[src/rtl/htd_ram.sv]
// generic single-write, single-read ram with registered read data
`timescale 1ns / 1ps
`default_nettype none

module htd_ram #(
    parameter int WIDTH = 8,
    parameter int DEPTH = 16
) (
    input  wire logic                     i_clk,
    input  wire logic                     i_wr_en,
    input  wire logic [$clog2(DEPTH)-1:0] i_wr_addr,
    input  wire logic [WIDTH-1:0]         i_wr_data,
    input  wire logic [$clog2(DEPTH)-1:0] i_rd_addr,
    output logic      [WIDTH-1:0]         o_rd_data
);

    logic [WIDTH-1:0] r_mem [DEPTH];

    always_ff @(posedge i_clk) begin
        if (i_wr_en) begin
            r_mem[i_wr_addr] <= i_wr_data;
        end
        o_rd_data <= r_mem[i_rd_addr];
    end

endmodule

`default_nettype wire

[config.mk]
export PLATFORM = sky130hd
export DESIGN_NAME = htd_ram
export DESIGN_NICKNAME = d
export VERILOG_FILES = /design/src/rtl/htd_ram.sv
export SDC_FILE = /design/constraint.sdc
export NUM_CORES = 1
export LEC_CHECK = 0
export ABC_CLOCK_PERIOD_IN_PS = 1650
export BUFFER_PORTS_ARGS = -buffer_cell sky130_fd_sc_hd__buf_2
export CORE_ASPECT_RATIO = 0.8
export CORE_UTILIZATION = 50
export CTS_CLUSTER_SIZE = 25
export DETAILED_ROUTE_END_ITERATION = 6
export PLACE_DENSITY = 0.7
export SLEW_MARGIN = 20
export SYNTH_ARGS = -nofsm -noshare
export SYNTH_HDL_FRONTEND = slang
export SYNTH_SLANG_ARGS = --single-unit
[constraint.sdc]
create_clock -name i_clk -period 1.65 [get_ports i_clk]
set_clock_uncertainty 0.2 [all_clocks]
set_input_delay 0.0825 -clock i_clk [delete_from_list [all_inputs] [get_ports i_clk]]
set_output_delay 0.0825 -clock i_clk [all_outputs]
set_load 0.02 [all_outputs]
**Word-level counts from Yosys, hierarchy flattened**

Memories as Yosys holds them, arrays and structs flattened. A register that Yosys moved wholly into a read port is not among the register bits.
Index checks and enable logic that the tools add are counted.

- Muxes and demuxes: 2

Operators with widths:

| cell | count |
|---|---|
| $mux 1 | 2 |

- Flip-flop bits (word level): 0
- RAM bits: 128
- Input bits: 18
- Output and inout port bits: 8
- Word-level logic and storage cells: 3
- Memories: 1

Memories:

| name | depth | bits a word | rd ports | clocked after memory_dff | write ports | RTL line | source |
|---|---|---|---|---|---|---|---|
| r_mem | 16 | 8 | 1 | 1 | 1 | 17 | `logic [WIDTH-1:0] r_mem [DEPTH];` |

**Longest topological paths before layout**

- Depth in word-level cells: 2
- Gate-level depth with buffers: 5
- Gate-level depth less buffers: 3

**Worst setup path after synthesis**

Ideal clock, no wire load.

- Kind: in2reg
- Start: input i_wr_addr[2]
- End: memory r_mem[0][0] (enable)
- Arrival: 1.192 ns
- Required time: 1.067 ns
- Path slack: -0.125 ns
- Stages: 2
- Buffers on the path: 0
- Cell sequence: or3b_2 -> nor3_1

RTL lines:

| element | RTL line | source |
|---|---|---|
| start: declaration | 11 | `input wire logic [$clog2(DEPTH)-1:0] i_wr_addr,` |
| end: declaration | 17 |  |

No word-level cell before the write port.

==> metrics.cfg <==
[cts]
cts_sinks = 136
cts_buffers = 17
clk_latency_ns = 0.41
clockBufferDepth = 2
cts_resized = 0
tritoncts = yes
clk_pin_slew_ns = 0.05
cts-htree-levels = 4
cts_setup_buffers = 0
cts_hold_buf = 8
cts-root-buf = clkbuf_16

[routing]
via_per_inst = 5.55
drtIter0Drc = 198
drc_errors = 0
wl_per_cell_um = 21.7
firstDrtPassIters = 4
routed_wl_mm = 9.59
antenna_left = 0
vias = 2454

[worst_setup_path]
cp_num_buf_inv = 0
cp-end-kind = flip-flop
cp_cell_sequence = mux4_1 -> a22oi_1 -> nand2_1
start_kind = flip-flop
timing.rr.start = r_mem[10][2]
ff2ff_setup_slack_ns = 0.14
slowest_stage = mux4_1
worstRegToRegCells = 3
critical_path_class = flip-flop to flip-flop
critPathTopFamily = multiplexers
path_max_fanout = 1
worst_ep_arrival_time_ns = 1.60
max_stage_delay_ns = 0.50
timing.rr.end = o_rd_data[2]
cp.required_ns = 1.74
worstSetupPathDepth = 3

[min_path]
min-delay-start = i_rd_addr[3]
hold_class = input pin to flip-flop
min_to = o_rd_data[3]
whs_path_depth = 5

[synthesis]
synth_xor_area_frac = 0
yosys.area_share.simple = 0.0318
synth_top_cell_by_area = edfxtp_1
synth_ff_type = edfxtp_1
yosysMostFrequentCell = edfxtp_1
synth_top_cell_area_share = 0.747
synth_top_family_by_area = multiplexers
synth-edff-count = 128
syn_avg_cell_area_um2 = 22.5
ys_warn_count = 0
synthMuxAreaShare = 0.150
async_reset_ff_frac = 0
synth_cells = 229
synth_area_um2 = 5150
synthAdderAreaFrac = 0
yosysSeqAreaShare = 0.778
synth-compound-area-share = 0.0233
syn_nets = 247
netlist-cell-type-count = 19
synth_commonest_cells = 128 x edfxtp_1, 18 x mux4_2, 16 x a22oi_1
synth_seq_cells = 136
synth_area_leaders = edfxtp_1 75%, mux4_2 7.9%, mux4_1 7.1%

[sta]
rsz0062_at_grt = no
whs_ns = 0.0235
setup-tns-final_ns = 0
period_share = 0.917
slew-limit-headroom = 0.694
period_minus_slack_ns = 1.51
fmax_mhz = 661
worst_pin_slew_ns = 0.459
finalHoldViolCount = 0
setup_viol = 0
finalMaxSlewViolations = 0

[power]
ir_worst_vdd_mv = 0.846
powerDensity_nw_per_um2 = 1270
p_leak_nw = 2.14

[finish]
syn_to_final_growth_pct = 20.8
diodes = 0
fill_cells = 669
layout-drive-gt1-share = 0.314
layout.nets = 311

[placement]
dpl.hpwl_mm = 5.89
gp_congestion = 0.737
io_buffers = 25

[floorplanning]
rows = 32
pin_count = 26
start_util = 0.525
die_h_um = 92.8
core_area_um2 = 9810
die_x_um = 115
dieArea_um2 = 10700

[global_routing]
gr-usage-all-layers = 0.198
grt_pass1_wl_mm = 14.2
gr-total-overflow = 0
antenna_found_initial = 0
grt_max_degree = 33
grt_pass1_vias = 2428

[run]
drv_cap = 0

[run_status]
outcome = finished clean

[area by class of cell]
type,instances,area (µm²),share of cell area
sequential,136,4000,0.644
multi-input combinational,83,1060,0.171
clock buffer,23,478,0.0768
timing repair buffer,55,408,0.0656
tap,136,170,0.0274
clock inverter,9,97.6,0.0157
[worst max-delay path by stage]
stage,start,endpoint,slack (ns)
after detailed placement,i_rd_addr[0],o_rd_data[4],-0.03
after global routing,r_mem[9][1],o_rd_data[1],0.06
after CTS,r_mem[9][5],o_rd_data[5],0.12
after floorplan,i_wr_addr[2],r_mem[3][0],0.10
final,r_mem[10][2],o_rd_data[2],0.14
after global placement,i_rd_addr[0],o_rd_data[4],-0.04
[tightest hold or removal path, stage by stage]
cell     delay (ns)
buf_2          0.11
nor2_1         0.08
buf_4          0.18
a22oi_1        0.09
nand2_1        0.06
[routing by layer]
metal / routed length [µm] / track usage / share of wire / up-vias
li1: - / - / - / 1101
met1: 4200 / 0.293 / 0.44 / 1258
met2: 4440 / 0.287 / 0.46 / 85
met3: 875 / 0.0543 / 0.091 / 10
met4: 73 / 0.0649 / 0.0076 / 0
met5: 0 / 0 / 0 / -
[logic make-up (layout without fill, tap and decap cells)]
kind of cell | after synthesis | count (layout)
AO/OA/AOI/OAI | 16 | 16
buffers and inverters | 10 | 87
flip-flops | 136 | 136
multiplexers | 32 | 32
AND/OR/NAND/NOR | 35 | 35
[state kept, by name, indices dropped and copies added, names as in the netlist]
name and cells:
o_rd_data 8, r_mem 128
[cell usage in the layout, fill, tap and decap left out, drive strengths merged]
| master | instances |
|---|---|
| nor3 | 4 |
| nand2b | 2 |
| or3b | 1 |
| and2 | 1 |
| mux4 | 32 |
| nand3b | 2 |
| clkbuf | 23 |
| clkinvlp | 1 |
| nand2 | 9 |
| dlygate4sd3 | 8 |
| nor2 | 13 |
| dfxtp | 8 |
| edfxtp | 128 |
| and2b | 1 |
| bufinv | 2 |
| nand3 | 1 |
| nor2b | 1 |
| a22oi | 16 |
| clkinv | 6 |
| buf | 47 |
[report_power, final]
group	total, W	switching [W]	internal, W
logic	0.000398	0.000222	0.000176
clock network	0.00362	0.00130	0.00233
registers	0.00389	0.0000267	0.00386
[per-stage QoR]
step	setup WS, ns	power [W]	std cells	cell area (µm²)	util
after floorplan	0.101	0.00418	229	5150	-
after global placement	-0.0376	0.00434	402	5560	0.567
after detailed placement	-0.0269	0.00435	402	5560	0.567
after CTS	0.123	0.00796	442	6220	0.634
after global routing	0.0585	0.00817	442	6220	0.634
final	0.137	0.00791	442	6220	0.634
Power figures use the tool's default switching activity.
